## config.mk

```make
export PLATFORM = sky130hd
export DESIGN_NAME = epoch_seconds_calendar_converter_flat
export DESIGN_NICKNAME = d
export VERILOG_FILES = /design/src/rtl/core/escc_pkg.sv /design/src/rtl/core/escc_if.sv /design/src/rtl/core/escc_split.sv /design/src/rtl/core/escc_fold.sv /design/src/rtl/core/epoch_seconds_calendar_converter.sv /design/src/flat_wrapper.sv
export SDC_FILE = /design/constraint.sdc
export NUM_CORES = 2
export LEC_CHECK = 0
export BUFFER_PORTS_ARGS = -buffer_cell sky130_fd_sc_hd__buf_2
export CAP_MARGIN = 30
export CORE_MARGIN = 4
export CORE_UTILIZATION = 40
export DETAILED_ROUTE_END_ITERATION = 10
export PLACE_DENSITY = 0.52
export SLEW_MARGIN = 30
export SYNTH_ARGS = -nofsm -noshare
export SYNTH_HDL_FRONTEND = slang
export SYNTH_SLANG_ARGS = --single-unit
```

## constraint.sdc

```tcl
create_clock -name clk -period 8 [get_ports clk]
set_clock_uncertainty 0.15 [all_clocks]
set_input_delay 1.6 -clock clk [delete_from_list [all_inputs] [get_ports clk]]
set_output_delay 1.6 -clock clk [all_outputs]
set_load 0.01 [all_outputs]
```

## src/rtl/core/escc_pkg.sv

```systemverilog
// Shared types, constants and calendar helpers for the epoch seconds converter.
// No dependencies; escc_split, escc_fold and the top level import this package.
package escc_pkg;

  localparam int unsigned EPOCH_YEAR     = 1980;
  localparam int unsigned BASE_LEAPS     = (EPOCH_YEAR - 1) / 4;
  localparam int unsigned DAYS_Y1        = 366;
  localparam int unsigned DAYS_Y2        = 366 + 365;
  localparam int unsigned DAYS_Y3        = 366 + 365 * 2;
  localparam int unsigned DAYS_PER_CYCLE = 366 + 365 * 3;
  localparam int unsigned MONTHS         = 12;
  localparam int unsigned SECS_PER_MIN   = 60;
  localparam int unsigned MINS_PER_HOUR  = 60;
  localparam int unsigned HOURS_PER_DAY  = 24;

  // Pipeline depth from input register to output register
  localparam int NSTAGE = 7;

  // Reciprocals for exact division by constants:
  //   floor(x / 60)   = floor(x[31:2] * RCP_S60 / 2^34)   (x 32 bits)
  //   floor(q / 60)   = floor(q[26:2] * RCP_M60 / 2^29)   (q 27 bits)
  //   floor(q / 24)   = floor(q[20:3] * RCP_H24 / 2^20)   (q 21 bits)
  //   floor(d / 1461) = floor(d * RCP_D1461 / 2^27)       (d 16 bits)
  localparam logic [30:0] RCP_S60   = 31'h44444445;
  localparam logic [25:0] RCP_M60   = 26'h2222223;
  localparam logic [18:0] RCP_H24   = 19'd349526;
  localparam logic [16:0] RCP_D1461 = 17'd91868;

  localparam int CFG_AW = 3;

  typedef enum logic {
    CFG_EPOCH_OFFSET = 1'b0,
    CFG_UNMAPPED     = 1'b1
  } cfg_reg_t;

  typedef enum logic {
    ACT_SPLIT = 1'b0,
    ACT_FOLD  = 1'b1
  } action_t;

  typedef logic [NSTAGE-1:0] stage_en_t;

  typedef struct packed {
    logic [11:0] year;
    logic [3:0]  month;
    logic [4:0]  day;
    logic [4:0]  hour;
    logic [5:0]  minute;
    logic [5:0]  second;
  } cal_t;

  // Days before month index idx+1 in a common year
  function automatic logic [8:0] cum_days(input logic [3:0] idx);
    logic [8:0] d;
    case (idx)
      4'd0:    d = 9'd0;
      4'd1:    d = 9'd31;
      4'd2:    d = 9'd59;
      4'd3:    d = 9'd90;
      4'd4:    d = 9'd120;
      4'd5:    d = 9'd151;
      4'd6:    d = 9'd181;
      4'd7:    d = 9'd212;
      4'd8:    d = 9'd243;
      4'd9:    d = 9'd273;
      4'd10:   d = 9'd304;
      4'd11:   d = 9'd334;
      4'd12:   d = 9'd365;
      default: d = 9'd0;
    endcase
    return d;
  endfunction

  // Days before the start of month m (1..13, 13 is the whole year)
  function automatic logic [8:0] days_before(input logic [3:0] m, input logic leap);
    logic [8:0] d;
    d = cum_days(m - 4'd1);
    if (leap && m >= 4'd3) begin
      d = d + 9'd1;
    end
    return d;
  endfunction

endpackage

```

## src/rtl/core/escc_if.sv

```systemverilog
// Valid/ready channel interfaces for the converter's input and result items.
// Stand-alone; payload widths are fixed by the field definitions.
interface escc_in_if;
  logic        valid;
  logic        ready;
  logic        action;
  logic [31:0] seconds_in;
  logic [11:0] year_in;
  logic [3:0]  month_in;
  logic [4:0]  day_in;
  logic [4:0]  hour_in;
  logic [5:0]  minute_in;
  logic [5:0]  second_in;

  modport source (
    output valid, action, seconds_in, year_in, month_in, day_in, hour_in,
           minute_in, second_in,
    input  ready
  );
  modport sink (
    input  valid, action, seconds_in, year_in, month_in, day_in, hour_in,
           minute_in, second_in,
    output ready
  );
endinterface

interface escc_out_if;
  logic        valid;
  logic        ready;
  logic [31:0] seconds_out;
  logic [11:0] year_out;
  logic [3:0]  month_out;
  logic [4:0]  day_out;
  logic [4:0]  hour_out;
  logic [5:0]  minute_out;
  logic [5:0]  second_out;

  modport source (
    output valid, seconds_out, year_out, month_out, day_out, hour_out,
           minute_out, second_out,
    input  ready
  );
  modport sink (
    input  valid, seconds_out, year_out, month_out, day_out, hour_out,
           minute_out, second_out,
    output ready
  );
endinterface

```

## src/rtl/core/escc_split.sv

```systemverilog
// Seconds-to-calendar datapath: seven register stages built around four constant divides.
// Depends on escc_pkg; stage enables come from the top-level pipeline control.
module escc_split import escc_pkg::*; (
  input  logic        clk,
  input  stage_en_t   adv,
  input  logic [31:0] seconds_in,
  input  logic [31:0] epoch_offset,
  output cal_t        cal
);

  // stage 1
  logic [31:0] s1_r;
  // stage 2
  logic [60:0] p2_nxt, p2_r;
  logic [31:0] s2_r;
  // stage 3
  logic [26:0] q1;
  logic [31:0] q1x60;
  logic [5:0]  sec3_nxt, sec3_r;
  logic [50:0] p3_nxt, p3_r;
  logic [26:0] q1_3_r;
  // stage 4
  logic [20:0] q2;
  logic [26:0] q2x60;
  logic [5:0]  min4_nxt, min4_r, sec4_r;
  logic [36:0] p4_nxt, p4_r;
  logic [20:0] q2_4_r;
  // stage 5
  logic [15:0] days;
  logic [20:0] daysx24;
  logic [4:0]  hr5_nxt, hr5_r;
  logic [5:0]  min5_r, sec5_r;
  logic [32:0] p5_nxt, p5_r;
  logic [15:0] days5_r;
  // stage 6
  logic [5:0]  cyc;
  logic [10:0] rem;
  logic [11:0] ybase;
  logic [11:0] year6_nxt, year6_r;
  logic [8:0]  doy6_nxt, doy6_r;
  logic [4:0]  hr6_r;
  logic [5:0]  min6_r, sec6_r;
  // stage 7
  logic        leap7;
  logic        hit;
  logic [3:0]  month7;
  logic [4:0]  day7;
  cal_t        cal7_r;

  always_comb begin
    p2_nxt = 61'(s1_r[31:2]) * 61'(RCP_S60);

    q1       = p2_r[60:34];
    q1x60    = 32'(q1) * 32'(SECS_PER_MIN);
    sec3_nxt = 6'(s2_r - q1x60);
    p3_nxt   = 51'(q1[26:2]) * 51'(RCP_M60);

    q2       = p3_r[49:29];
    q2x60    = 27'(q2) * 27'(MINS_PER_HOUR);
    min4_nxt = 6'(q1_3_r - q2x60);
    p4_nxt   = 37'(q2[20:3]) * 37'(RCP_H24);

    days    = p4_r[35:20];
    daysx24 = 21'(days) * 21'(HOURS_PER_DAY);
    hr5_nxt = 5'(q2_4_r - daysx24);
    p5_nxt  = 33'(days) * 33'(RCP_D1461);

    // Split the four-year cycle into whole years and day of year
    cyc   = p5_r[32:27];
    rem   = 11'(days5_r - 16'(cyc) * 16'(DAYS_PER_CYCLE));
    ybase = 12'(EPOCH_YEAR) + 12'({cyc, 2'b00});
    if (rem >= 11'(DAYS_Y3)) begin
      year6_nxt = ybase + 12'd3;
      doy6_nxt  = 9'(rem - 11'(DAYS_Y3));
    end else if (rem >= 11'(DAYS_Y2)) begin
      year6_nxt = ybase + 12'd2;
      doy6_nxt  = 9'(rem - 11'(DAYS_Y2));
    end else if (rem >= 11'(DAYS_Y1)) begin
      year6_nxt = ybase + 12'd1;
      doy6_nxt  = 9'(rem - 11'(DAYS_Y1));
    end else begin
      year6_nxt = ybase;
      doy6_nxt  = 9'(rem);
    end

    // First month whose end lies past the day of year; else December
    leap7  = (year6_r[1:0] == 2'b00);
    month7 = 4'(MONTHS);
    hit    = 1'b0;
    for (int m = 1; m <= MONTHS; m++) begin
      if (!hit && doy6_r < days_before(4'(m + 1), leap7)) begin
        month7 = 4'(m);
        hit    = 1'b1;
      end
    end
    day7 = 5'(doy6_r - days_before(month7, leap7) + 9'd1);
  end

  always_ff @(posedge clk) begin
    if (adv[0]) begin
      s1_r <= seconds_in + epoch_offset;
    end
    if (adv[1]) begin
      p2_r <= p2_nxt;
      s2_r <= s1_r;
    end
    if (adv[2]) begin
      p3_r   <= p3_nxt;
      q1_3_r <= q1;
      sec3_r <= sec3_nxt;
    end
    if (adv[3]) begin
      p4_r   <= p4_nxt;
      q2_4_r <= q2;
      min4_r <= min4_nxt;
      sec4_r <= sec3_r;
    end
    if (adv[4]) begin
      p5_r    <= p5_nxt;
      days5_r <= days;
      hr5_r   <= hr5_nxt;
      min5_r  <= min4_r;
      sec5_r  <= sec4_r;
    end
    if (adv[5]) begin
      year6_r <= year6_nxt;
      doy6_r  <= doy6_nxt;
      hr6_r   <= hr5_r;
      min6_r  <= min5_r;
      sec6_r  <= sec5_r;
    end
    if (adv[6]) begin
      cal7_r.year   <= year6_r;
      cal7_r.month  <= month7;
      cal7_r.day    <= day7;
      cal7_r.hour   <= hr6_r;
      cal7_r.minute <= min6_r;
      cal7_r.second <= sec6_r;
    end
  end

  assign cal = cal7_r;

endmodule

```

## src/rtl/core/escc_fold.sv

```systemverilog
// Calendar-to-seconds datapath: day count, then scale by 24, 60, 60, less the offset.
// Depends on escc_pkg; stage enables come from the top-level pipeline control.
module escc_fold import escc_pkg::*; (
  input  logic        clk,
  input  stage_en_t   adv,
  input  cal_t        date,
  input  logic [31:0] epoch_offset,
  output logic [31:0] seconds
);

  logic [11:0] yoff;
  logic [11:0] yr_m1;
  logic        leap_in;
  logic [3:0]  mm;
  logic [19:0] ydays_nxt, ydays_r;
  logic [8:0]  mdays_nxt, mdays_r;
  logic [4:0]  day1_r, hr1_r;
  logic [5:0]  min1_r, min2_r;
  logic [5:0]  sec1_r, sec2_r, sec3_r;
  logic [31:0] t2_nxt, t2_r;
  logic [31:0] t3_nxt, t3_r;
  logic [31:0] t4_nxt, t4_r;
  logic [31:0] t5_r, t6_r, t7_r;

  always_comb begin
    yr_m1   = date.year - 12'd1;
    yoff    = date.year - 12'(EPOCH_YEAR);
    leap_in = (date.year[1:0] == 2'b00);
    // Month above December counts the full year
    mm      = (date.month > 4'd13) ? 4'd13 : date.month;

    ydays_nxt = '0;
    if (date.year > 12'(EPOCH_YEAR)) begin
      ydays_nxt = 20'(yoff) * 20'd365 + 20'(yr_m1[11:2]) - 20'(BASE_LEAPS);
    end
    mdays_nxt = '0;
    if (date.month != 4'd0) begin
      mdays_nxt = days_before(mm, leap_in);
    end

    // Day zero wraps through day - 1
    t2_nxt = (32'(ydays_r) + 32'(mdays_r) + 32'(day1_r) - 32'd1) * 32'(HOURS_PER_DAY)
             + 32'(hr1_r);
    t3_nxt = t2_r * 32'(MINS_PER_HOUR) + 32'(min2_r);
    t4_nxt = t3_r * 32'(SECS_PER_MIN) + 32'(sec3_r);
  end

  always_ff @(posedge clk) begin
    if (adv[0]) begin
      ydays_r <= ydays_nxt;
      mdays_r <= mdays_nxt;
      day1_r  <= date.day;
      hr1_r   <= date.hour;
      min1_r  <= date.minute;
      sec1_r  <= date.second;
    end
    if (adv[1]) begin
      t2_r   <= t2_nxt;
      min2_r <= min1_r;
      sec2_r <= sec1_r;
    end
    if (adv[2]) begin
      t3_r   <= t3_nxt;
      sec3_r <= sec2_r;
    end
    if (adv[3]) begin
      t4_r <= t4_nxt;
    end
    if (adv[4]) begin
      t5_r <= t4_r - epoch_offset;
    end
    if (adv[5]) begin
      t6_r <= t5_r;
    end
    if (adv[6]) begin
      t7_r <= t6_r;
    end
  end

  assign seconds = t7_r;

endmodule

```

## src/rtl/core/epoch_seconds_calendar_converter.sv

```systemverilog
// Top level of the epoch seconds / calendar converter: pipeline control and config.
// Depends on escc_pkg, escc_if, escc_split and escc_fold.
//
//   channel   | direction | handshake         | carries
//   ----------+-----------+-------------------+---------------------------------
//   in_ch     | sink      | valid / ready     | action, seconds or calendar date
//   out_ch    | source    | valid / ready     | seconds or calendar date
//   cfg_*     | slave     | APB, pready tied  | epoch_offset at byte address 0
//
// One item per cycle while out_ch accepts results; a result is valid once its item
// reaches the last stage register. Seven stages, set by the seconds-to-calendar chain:
// offset add, four reciprocal divides, year split and month search.
// Reset clears the stage valid bits and epoch_offset.
// While out_ch stalls, the last stage holds its result and empty earlier stages
// keep filling; in_ch.ready falls only once all seven stages hold items.
module epoch_seconds_calendar_converter import escc_pkg::*; (
  input  logic              clk,
  input  logic              rst_n,
  escc_in_if.sink           in_ch,
  escc_out_if.source        out_ch,
  input  logic              cfg_psel,
  input  logic              cfg_penable,
  input  logic              cfg_pwrite,
  input  logic [CFG_AW-1:0] cfg_paddr,
  input  logic [31:0]       cfg_pwdata,
  output logic [31:0]       cfg_prdata,
  output logic              cfg_pready
);

  stage_en_t   adv;
  logic [NSTAGE-1:0] vld_r;
  logic [NSTAGE-1:0] act_r;
  logic [31:0] epoch_offset_r;
  cfg_reg_t    cfg_sel;
  cal_t        date_in;
  cal_t        cal;
  logic [31:0] secs;
  logic        fold_sel;

  // A stage advances when it is empty or the stage after it advances
  always_comb begin
    adv[NSTAGE-1] = !vld_r[NSTAGE-1] || out_ch.ready;
    for (int k = NSTAGE - 2; k >= 0; k--) begin
      adv[k] = !vld_r[k] || adv[k+1];
    end
  end

  always_ff @(posedge clk) begin
    if (!rst_n) begin
      vld_r <= '0;
    end else begin
      if (adv[0]) begin
        vld_r[0] <= in_ch.valid;
      end
      for (int k = 1; k < NSTAGE; k++) begin
        if (adv[k]) begin
          vld_r[k] <= vld_r[k-1];
        end
      end
    end
  end

  always_ff @(posedge clk) begin
    if (adv[0]) begin
      act_r[0] <= in_ch.action;
    end
    for (int k = 1; k < NSTAGE; k++) begin
      if (adv[k]) begin
        act_r[k] <= act_r[k-1];
      end
    end
  end

  assign in_ch.ready = adv[0];

  // Configuration register
  assign cfg_sel    = cfg_reg_t'(cfg_paddr[CFG_AW-1:2]);
  assign cfg_pready = 1'b1;
  assign cfg_prdata = (cfg_sel == CFG_EPOCH_OFFSET) ? epoch_offset_r : 32'd0;

  always_ff @(posedge clk) begin
    if (!rst_n) begin
      epoch_offset_r <= '0;
    end else if (cfg_psel && cfg_penable && cfg_pwrite && cfg_pready
                 && cfg_sel == CFG_EPOCH_OFFSET) begin
      epoch_offset_r <= cfg_pwdata;
    end
  end

  always_comb begin
    date_in.year   = in_ch.year_in;
    date_in.month  = in_ch.month_in;
    date_in.day    = in_ch.day_in;
    date_in.hour   = in_ch.hour_in;
    date_in.minute = in_ch.minute_in;
    date_in.second = in_ch.second_in;
  end

  escc_split u_split (
    .clk          (clk),
    .adv          (adv),
    .seconds_in   (in_ch.seconds_in),
    .epoch_offset (epoch_offset_r),
    .cal          (cal)
  );

  escc_fold u_fold (
    .clk          (clk),
    .adv          (adv),
    .date         (date_in),
    .epoch_offset (epoch_offset_r),
    .seconds      (secs)
  );

  // Zero the fields the selected direction does not produce
  assign fold_sel           = (act_r[NSTAGE-1] == ACT_FOLD);
  assign out_ch.valid       = vld_r[NSTAGE-1];
  assign out_ch.seconds_out = fold_sel ? secs : 32'd0;
  assign out_ch.year_out    = fold_sel ? 12'd0 : cal.year;
  assign out_ch.month_out   = fold_sel ? 4'd0 : cal.month;
  assign out_ch.day_out     = fold_sel ? 5'd0 : cal.day;
  assign out_ch.hour_out    = fold_sel ? 5'd0 : cal.hour;
  assign out_ch.minute_out  = fold_sel ? 6'd0 : cal.minute;
  assign out_ch.second_out  = fold_sel ? 6'd0 : cal.second;

endmodule

```

## src/flat_wrapper.sv

```systemverilog
// flat-port wrapper written by rule: the top's interface ports become plain ports
module epoch_seconds_calendar_converter_flat import escc_pkg::*;
  (clk, rst_n, cfg_psel, cfg_penable, cfg_pwrite, cfg_paddr, cfg_pwdata, cfg_prdata, cfg_pready, in_ch_valid, in_ch_action, in_ch_seconds_in, in_ch_year_in, in_ch_month_in, in_ch_day_in, in_ch_hour_in, in_ch_minute_in, in_ch_second_in, in_ch_ready, out_ch_valid, out_ch_seconds_out, out_ch_year_out, out_ch_month_out, out_ch_day_out, out_ch_hour_out, out_ch_minute_out, out_ch_second_out, out_ch_ready);
  escc_in_if in_ch_i ();
  escc_out_if out_ch_i ();
  input  logic clk;
  input  logic rst_n;
  input  logic cfg_psel;
  input  logic cfg_penable;
  input  logic cfg_pwrite;
  input  logic [CFG_AW-1:0] cfg_paddr;
  input  logic [31:0] cfg_pwdata;
  output logic [31:0] cfg_prdata;
  output logic cfg_pready;
  input wire logic [$bits(in_ch_i.valid)-1:0] in_ch_valid;
  input wire logic [$bits(in_ch_i.action)-1:0] in_ch_action;
  input wire logic [$bits(in_ch_i.seconds_in)-1:0] in_ch_seconds_in;
  input wire logic [$bits(in_ch_i.year_in)-1:0] in_ch_year_in;
  input wire logic [$bits(in_ch_i.month_in)-1:0] in_ch_month_in;
  input wire logic [$bits(in_ch_i.day_in)-1:0] in_ch_day_in;
  input wire logic [$bits(in_ch_i.hour_in)-1:0] in_ch_hour_in;
  input wire logic [$bits(in_ch_i.minute_in)-1:0] in_ch_minute_in;
  input wire logic [$bits(in_ch_i.second_in)-1:0] in_ch_second_in;
  output wire logic [$bits(in_ch_i.ready)-1:0] in_ch_ready;
  output wire logic [$bits(out_ch_i.valid)-1:0] out_ch_valid;
  output wire logic [$bits(out_ch_i.seconds_out)-1:0] out_ch_seconds_out;
  output wire logic [$bits(out_ch_i.year_out)-1:0] out_ch_year_out;
  output wire logic [$bits(out_ch_i.month_out)-1:0] out_ch_month_out;
  output wire logic [$bits(out_ch_i.day_out)-1:0] out_ch_day_out;
  output wire logic [$bits(out_ch_i.hour_out)-1:0] out_ch_hour_out;
  output wire logic [$bits(out_ch_i.minute_out)-1:0] out_ch_minute_out;
  output wire logic [$bits(out_ch_i.second_out)-1:0] out_ch_second_out;
  input wire logic [$bits(out_ch_i.ready)-1:0] out_ch_ready;
  assign in_ch_i.valid = in_ch_valid;
  assign in_ch_i.action = in_ch_action;
  assign in_ch_i.seconds_in = in_ch_seconds_in;
  assign in_ch_i.year_in = in_ch_year_in;
  assign in_ch_i.month_in = in_ch_month_in;
  assign in_ch_i.day_in = in_ch_day_in;
  assign in_ch_i.hour_in = in_ch_hour_in;
  assign in_ch_i.minute_in = in_ch_minute_in;
  assign in_ch_i.second_in = in_ch_second_in;
  assign in_ch_ready = in_ch_i.ready;
  assign out_ch_valid = out_ch_i.valid;
  assign out_ch_seconds_out = out_ch_i.seconds_out;
  assign out_ch_year_out = out_ch_i.year_out;
  assign out_ch_month_out = out_ch_i.month_out;
  assign out_ch_day_out = out_ch_i.day_out;
  assign out_ch_hour_out = out_ch_i.hour_out;
  assign out_ch_minute_out = out_ch_i.minute_out;
  assign out_ch_second_out = out_ch_i.second_out;
  assign out_ch_i.ready = out_ch_ready;
  epoch_seconds_calendar_converter u_core (.clk(clk), .rst_n(rst_n), .in_ch(in_ch_i), .out_ch(out_ch_i), .cfg_psel(cfg_psel), .cfg_penable(cfg_penable), .cfg_pwrite(cfg_pwrite), .cfg_paddr(cfg_paddr), .cfg_pwdata(cfg_pwdata), .cfg_prdata(cfg_prdata), .cfg_pready(cfg_pready));
endmodule
```

=== After elaboration in Yosys (flattened, before gate mapping) ===
Memories as Yosys holds them, arrays and structs flattened.
Cells that the tools add are included.

* Register bits: 655
* ROM bits: 288
* Input bits: 113
* Output and inout port bits: 105
* Logic and storage cells: 215
* Memories kept: 2

* Add/subtract/negate cells: 29
* Multiply operators: 12
* Order comparisons: 19
* Multiplexer cells: 52
* Bitwise logic cells: 1
* Reduce and logical (&&, ||, !) cells: 44

{| class="wikitable"
|+ Memory list
! name !! words !! width !! rd ports !! clocked after Yosys merged registers in !! write ports !! line !! RTL
|-
| (no name shown) || 16 || 9 || 1 || 0 || 0 || escc_pkg.sv:55 || <nowiki>case (idx)</nowiki>
|-
| (no name shown) || 16 || 9 || 1 || 0 || 0 || escc_pkg.sv:55 ||
|}

{| class="wikitable"
|+ Operators by type and width
! operator !! count
|-
| 32-bit by 6-bit adder with 32-bit output || 2
|-
| 32-bit by 4-bit multiplier with 30-bit output, second input constant || 2
|-
| 32-bit two-way mux || 2
|-
| 30-bit by 31-bit multiplier with 61-bit output, second input constant || 1
|-
| 4-bit two-way mux || 15
|-
| 25-bit by 26-bit multiplier with 50-bit output, second input constant || 1
|-
| 12-bit two-way mux || 4
|-
| 9-bit two-way mux || 5
|-
| 9-bit by 8-bit less-than comparator with 1-bit output || 4
|-
| 9-bit less-than comparator || 4
|-
| 18-bit by 18-bit multiplier with 35-bit output, second input constant || 1
|-
| 32-bit adder || 1
|-
| 32-bit by 5-bit adder with 32-bit output || 1
|-
| 32-bit by 2-bit multiplier with 29-bit output, second input constant || 1
|-
| 32-bit subtractor || 1
|-
| 16-bit by 15-bit multiplier with 31-bit output, second input constant || 1
|-
| 27-bit by 4-bit multiplier with 4-bit output, second input constant || 1
|-
| 12-bit by 2-bit adder with 12-bit output, second input constant || 2
|-
| 22-bit by 1-bit subtractor with 23-bit output, second input constant || 1
|-
| 21-bit by 5-bit adder with 22-bit output || 1
|-
| 20-bit by 9-bit adder with 21-bit output || 1
|-
| 21-bit by 4-bit multiplier with 4-bit output, second input constant || 1
|-
| 20-bit by 10-bit adder with 20-bit output || 1
|-
| 12-bit by 9-bit multiplier with 20-bit output, second input constant || 1
|-
| 36 further kinds || 102
|}

=== Depth between registers and ports, before layout ===
An unclocked memory read counts as a cell.

* Depth after elaboration: 41
* Mapped depth: 30
* Depth with buffers taken out: 28

=== By module ===
From an unflattened synthesis, not the netlist that was laid out.

* Cell total of the unflattened synthesis: 5,611
* Area total of the unflattened synthesis: 60,481.8 sq um

{| class="wikitable"
|+ By module, submodules not included
! module !! times used !! cells each !! area an instance (sq um)
|-
| escc_split || 1 || 3,239 || 35,566.6
|-
| escc_fold || 1 || 2,079 || 22,401.5
|-
| epoch_seconds_calendar_converter || 1 || 293 || 2,513.7
|}

=== Worst setup path before layout ===
OpenSTA, ideal clock, no wires.

* Path type: input port to flip-flop
* From: input in_ch_year_in[4]
* To: register u_core.u_fold.ydays_r[19], data pin
* Setup time: 132 ps
* Data arrival time: 6,646 ps
* Required time: 7,718 ps
* Path slack: 1,072 ps
* Stages on the path: 20
* Path through: clkbuf_1 -> and3_1 -> o21ai_0 -> xnor2_1 -> ha_1 -> inv_1 -> fa_1 -> inv_1 -> fa_1 -> fa_1 -> fa_1 -> ha_1 -> nand2_1 -> o21ai_0 -> nand2_1 -> a21o_1 -> a21oi_1 -> a211oi_1 -> or4b_2 -> nand2_1

* Longest elaborated chain between the ends: 4
* Elaborated cells between the ends (all ways): 6
* Classes of those cells: add/sub (4); mul (1); order compare (1)

{| class="wikitable"
|+ Ends and longest elaborated chain
! item !! line !! RTL
|-
| start, declared || flat_wrapper.sv:18 || <nowiki>input wire logic [$bits(in_ch_i.year_in)-1:0] in_ch_year_in;</nowiki>
|-
| 12-bit by 11-bit subtractor with 12-bit output || escc_fold.sv:27 || <nowiki>yoff = date.year - 12'(EPOCH_YEAR);</nowiki>
|-
| 12-bit by 9-bit multiplier with 20-bit output || escc_fold.sv:34 || <nowiki>ydays_nxt = 20'(yoff) * 20'd365 + 20'(yr_m1[11:2]) - 20'(BASE_LEAPS);</nowiki>
|-
| 20-bit by 10-bit adder with 20-bit output || escc_fold.sv:34 ||
|-
| 20-bit by 9-bit subtractor with 20-bit output || escc_fold.sv:34 ||
|-
| end signal, assigned || escc_fold.sv:50 || <nowiki>ydays_r <= ydays_nxt;</nowiki>
|-
| end, declared || escc_fold.sv:15 || <nowiki>logic [19:0] ydays_nxt, ydays_r;</nowiki>
|}

Several ways; a longest one is shown, not always the timed one.
A chain may end at the register's enable or synchronous reset.

=== Final worst setup path ===
* From: register u_core.u_split.s1_r[29]
* To: register u_core.u_split.p2_r[54], data pin

* Longest elaborated chain between the ends: 1

{| class="wikitable"
|+ Ends and longest elaborated chain
! item !! line !! RTL
|-
| start, declared || escc_split.sv:12 || <nowiki>logic [31:0] s1_r;</nowiki>
|-
| start signal, assigned || escc_split.sv:101 || <nowiki>s1_r <= seconds_in + epoch_offset;</nowiki>
|-
| 30-bit by 31-bit multiplier with 61-bit output || escc_split.sv:51 || <nowiki>p2_nxt = 61'(s1_r[31:2]) * 61'(RCP_S60);</nowiki>
|-
| via u_core.u_split.p2_nxt[54] || escc_split.sv:14 || <nowiki>logic [60:0] p2_nxt, p2_r;</nowiki>
|-
| end signal, assigned || escc_split.sv:104 || <nowiki>p2_r <= p2_nxt;</nowiki>
|-
| end, declared || escc_split.sv:14 ||
|}

The timed path passes the listed nets, and every way through them passes these cells.

==> impl_metrics.prom <==
# TYPE chip_impl_metric gauge
chip_impl_metric{name="synth-seq-area-share",unit="%"} 26.8
chip_impl_metric{name="grt_first_pass_wirelength",unit="µm"} 219000
chip_impl_metric{name="max-clock-path-buffers",unit=""} 3
chip_impl_metric{name="slew_headroom",unit="%"} 46.6
chip_impl_info{name="worst_setup_path_start_kind",value="flop"} 1
chip_impl_metric{name="critPathMaxStageDelay",unit="ps"} 610
chip_impl_info{name="worstSetupPathType",value="reg2reg"} 1
chip_impl_metric{name="io_buffers",unit=""} 214
chip_impl_metric{name="netlist_instances",unit=""} 5470
chip_impl_info{name="synth.area.top_cells",value="sky130_fd_sc_hd__edfxtp_1 25%, sky130_fd_sc_hd__ha_1 23%, sky130_fd_sc_hd__fa_1 20%"} 1
chip_impl_metric{name="postSynthRegisterBits",unit=""} 542
chip_impl_info{name="family_with_the_most_delay_on_the_worst_path",value="adder cells"} 1
chip_impl_info{name="cpMostUsedCell",value="sky130_fd_sc_hd__fa_1"} 1
chip_impl_metric{name="start_util",unit="%"} 40.2
chip_impl_metric{name="fmax",unit="MHz"} 137
chip_impl_info{name="hold_class",value="reg2reg"} 1
chip_impl_metric{name="layout.core_utilization",unit="%"} 44.1
chip_impl_metric{name="drt_drc_violations_left",unit=""} 0
chip_impl_info{name="primary_ff_master_synth",value="sky130_fd_sc_hd__edfxtp_1"} 1
chip_impl_info{name="critical_path.slowest_cell",value="sky130_fd_sc_hd__a211oi_1"} 1
chip_impl_metric{name="cts.sinks",unit=""} 542
chip_impl_metric{name="clk_transition_reported_paths",unit="ps"} 60
chip_impl_metric{name="setup-violations-final",unit=""} 0
chip_impl_metric{name="max_slew.worst_pin.slew",unit="ps"} 793
chip_impl_metric{name="fin_setup_tns",unit="ps"} 0
chip_impl_metric{name="drt_iter0_markers",unit=""} 1761
chip_impl_metric{name="finalHoldViolCount",unit=""} 0
chip_impl_info{name="synth_largest_area_cell",value="sky130_fd_sc_hd__edfxtp_1"} 1
chip_impl_metric{name="vias_in_the_first_global_route",unit=""} 40100
chip_impl_metric{name="worst_slack_after_detailed_placement",unit="ps"} 662
chip_impl_metric{name="yosys_warnings",unit=""} 0
chip_impl_metric{name="area_of_the_multi_input_gates",unit="mm²"} 0.0395
chip_impl_metric{name="die_w",unit="µm"} 393
chip_impl_metric{name="vias",unit=""} 38400
chip_impl_metric{name="cp.buffers_inverters",unit=""} 2
chip_impl_metric{name="floorplan.rows",unit=""} 141
chip_impl_info{name="worst_setup_path_startpoint",value="u_core.u_split.s1_r[29]"} 1
chip_impl_info{name="rsz0062_at_grt",value="no"} 1
chip_impl_metric{name="fraction_of_layout_instances_using_a_drive_strength_above_1",unit="%"} 7.06
chip_impl_metric{name="asyncSetResetFlopFracSynth",unit="%"} 0
chip_impl_metric{name="cts_max_level",unit=""} 3
chip_impl_metric{name="grt_antenna_before_repair",unit=""} 12
chip_impl_metric{name="post_cts.resized_instances",unit=""} 0
chip_impl_metric{name="post_synth_num_cell_types",unit=""} 98
chip_impl_metric{name="chipHeight",unit="µm"} 393
chip_impl_metric{name="replace_congestion",unit=""} 0.865
chip_impl_metric{name="post_drt_wl_per_cell",unit="µm"} 17.5
chip_impl_info{name="regToRegStartpoint",value="u_core.u_split.s1_r[29]"} 1
chip_impl_info{name="ctsRootBufferMaster",value="sky130_fd_sc_hd__clkbuf_16"} 1
chip_impl_metric{name="antenna_left",unit=""} 0
chip_impl_metric{name="drt-total-wl",unit="µm"} 134000
chip_impl_info{name="netlist_top_cells_count",value="1096 x sky130_fd_sc_hd__ha_1, 1004 x sky130_fd_sc_hd__inv_1, 605 x sky130_fd_sc_hd__fa_1"} 1
chip_impl_metric{name="fp.dieArea",unit="mm²"} 0.155
chip_impl_metric{name="via_per_inst",unit=""} 4.98
chip_impl_metric{name="critPathArrivalTime",unit="ps"} 7530
chip_impl_metric{name="syn-num-nets",unit=""} 7284
chip_impl_metric{name="area.growth.synth_to_final",unit="%"} 9.68
chip_impl_metric{name="drt-pass1-iter-count",unit=""} 5
chip_impl_info{name="hold_path_startpoint",value="u_core.u_fold.min1_r[2]"} 1
chip_impl_metric{name="clkLatencyLatePin",unit="ps"} 690
chip_impl_metric{name="n_fill_cell",unit=""} 14000
chip_impl_info{name="run_status",value="finished clean"} 1
chip_impl_info{name="crit_path_cell_trace",value="ha_1 > fa_1 > fa_1 > fa_1 > inv_1 > fa_1 > inv_1 > fa_1 > fa_1 > ha_1 > ha_1 > a21oi_1 > nor2_1 > a211o_1 > a211oi_1 > o21ai_0 > a21oi_1 > a31oi_1 > a211oi_1 > o21ai_1 > a21oi_1 > xnor2_1"} 1
chip_impl_metric{name="setup_slack",unit="ps"} 720
chip_impl_metric{name="nNetsFinal",unit=""} 7528
chip_impl_metric{name="cp.required",unit="ps"} 8250
chip_impl_metric{name="detailed_place_hpwl",unit="µm"} 114000
chip_impl_metric{name="synth-edff-count",unit=""} 503
chip_impl_metric{name="cap_violations",unit=""} 0
chip_impl_metric{name="final.min_clock_period",unit="ps"} 7280
chip_impl_metric{name="number_of_cts_inserted_buffers",unit=""} 68
chip_impl_metric{name="num_ports",unit=""} 218
chip_impl_metric{name="cts_hold_buffers",unit=""} 0
chip_impl_metric{name="postSynthAreaPerCell",unit="µm²"} 10.9
chip_impl_metric{name="post_cts_setup_buffers",unit=""} 0
chip_impl_info{name="synth_most_common_cell",value="sky130_fd_sc_hd__ha_1"} 1
chip_impl_metric{name="grt.total_usage",unit="%"} 18.0
chip_impl_metric{name="overflow",unit=""} 0
chip_impl_metric{name="maximum_number_of_pins_on_one_net_before_global_route_repair",unit=""} 75
chip_impl_info{name="setup.worst_path.end_class",value="flop"} 1
chip_impl_metric{name="placeableCoreArea",unit="mm²"} 0.148
chip_impl_metric{name="portion_of_the_clock_cycle_consumed_by_the_worst_path_in_the_final_layout",unit="%"} 91.0
chip_impl_metric{name="pins_over_slew_limit",unit=""} 0
chip_impl_metric{name="final-seq-area",unit="mm²"} 0.0159
chip_impl_metric{name="synth_top_area_share",unit="%"} 25.4
chip_impl_metric{name="syn-cell-area",unit="mm²"} 0.0594
chip_impl_metric{name="worst-path-max-fanout",unit=""} 4
chip_impl_info{name="cts_tree",value="built"} 1
worst register-to-register path: stages, from the launching register on:
cell                       delay (ps)
sky130_fd_sc_hd__edfxtp_1         450
sky130_fd_sc_hd__ha_1             240
sky130_fd_sc_hd__fa_1             390
sky130_fd_sc_hd__fa_1             410
sky130_fd_sc_hd__fa_1             500
sky130_fd_sc_hd__inv_1             60
sky130_fd_sc_hd__fa_1             510
sky130_fd_sc_hd__inv_1             60
sky130_fd_sc_hd__fa_1             500
sky130_fd_sc_hd__fa_1             490
sky130_fd_sc_hd__ha_1             320
sky130_fd_sc_hd__ha_1             330
sky130_fd_sc_hd__a21oi_1          150
sky130_fd_sc_hd__nor2_1            60
sky130_fd_sc_hd__a211o_1          290
sky130_fd_sc_hd__a211oi_1         250
sky130_fd_sc_hd__o21ai_0          110
sky130_fd_sc_hd__a21oi_1          380
sky130_fd_sc_hd__a31oi_1          250
sky130_fd_sc_hd__a211oi_1         610
sky130_fd_sc_hd__o21ai_1          220
sky130_fd_sc_hd__a21oi_1          210
sky130_fd_sc_hd__xnor2_1          100
logic make-up (layout without fill, tap and decap cells):
logic type               Yosys count  after routing  synth area share, %
other                              1              6              0.00632
buffers and inverters           1068           1364                 6.77
flip-flops                       542            542                 26.8
XOR/XNOR                         368            368                 5.45
AND/OR/NAND/NOR                  959            959                 8.14
adder cells (fa/ha/maj)         1701           1701                 43.5
AO/OA/AOI/OAI                    820            820                 9.15
multiplexers                      11             11                0.209
registers in the layout (all words and copies together) (netlist names), 12 cells and up:
signal	cells
u_core.u_split.s1_r	32
u_core.u_fold.ydays_r	20
u_core.u_split.year6_r	12
u_core.epoch_offset_r	32
u_core.u_split.p4_r	16
u_core.u_split.p2_r	29
u_core.u_fold.t3_r	30
u_core.u_fold.t5_r	32
u_core.u_split.p3_r	22
u_core.u_fold.t4_r	32
u_core.u_fold.t6_r	32
u_core.u_fold.t2_r	28
u_core.u_split.cal	38
u_core.u_fold.seconds	32
cell usage in the layout, fill, tap and decap left out, drive strengths merged, types with 39 or more instances in the layout:
master,n
clkbuf,78
nor2b,83
edfxtp,503
dfxtp,39
nand3,64
a21o,100
o21a,51
nand2,228
nor2,228
a21oi,239
ha,1096
xor2,98
nand4,39
buf,237
and2,52
and3,39
fa,605
nand2b,41
o21ai,142
a21boi,44
inv,1005
nor3,86
xnor2,269
metal layers:
| metal | up-vias | share of wire [%] | global-route usage [%] |
|---|---|---|---|
| met1 | 18700 | 48 | 25.3 |
| met3 | 117 | 3.9 | 2.60 |
| met5 | - | 0.033 | 0 |
| met4 | 6 | 1.4 | 2.88 |
| met2 | 474 | 47 | 30.0 |
| li1 | 19100 | - | - |
per-stage QoR:
step           instances  instance area, µm²  hold WS [ps]
6_report            7701               65100           262
5_1_grt             7698               65100           269
4_1_cts             7696               65100           264
3_5_place_dp        7574               62800           255
3_3_place_gp        7573               62800           251
2_1_floorplan       5470               59400           250
cell type report:
class	count	area share, %
multi-input combinational	3860	60.6
sequential	542	24.4
inverter	1005	5.80
tap	1930	3.71
clock buffer	78	2.70
timing repair buffer	237	1.95
clock inverter	44	0.790
antenna	5	0.0192
final timing paths:
check                                  to  slack [ps]  cells past startpoint
setup / recovery  u_core.u_split.p2_r[54]         720                     22
hold / removal    u_core.u_fold.min2_r[2]         260                      0
setup reg to reg  u_core.u_split.p2_r[54]         720                     22
hold reg to reg   u_core.u_fold.min2_r[2]         260                      0
Power is not shown: default switching activity piles up to over one toggle a cycle in this logic, so the estimate is an artifact.
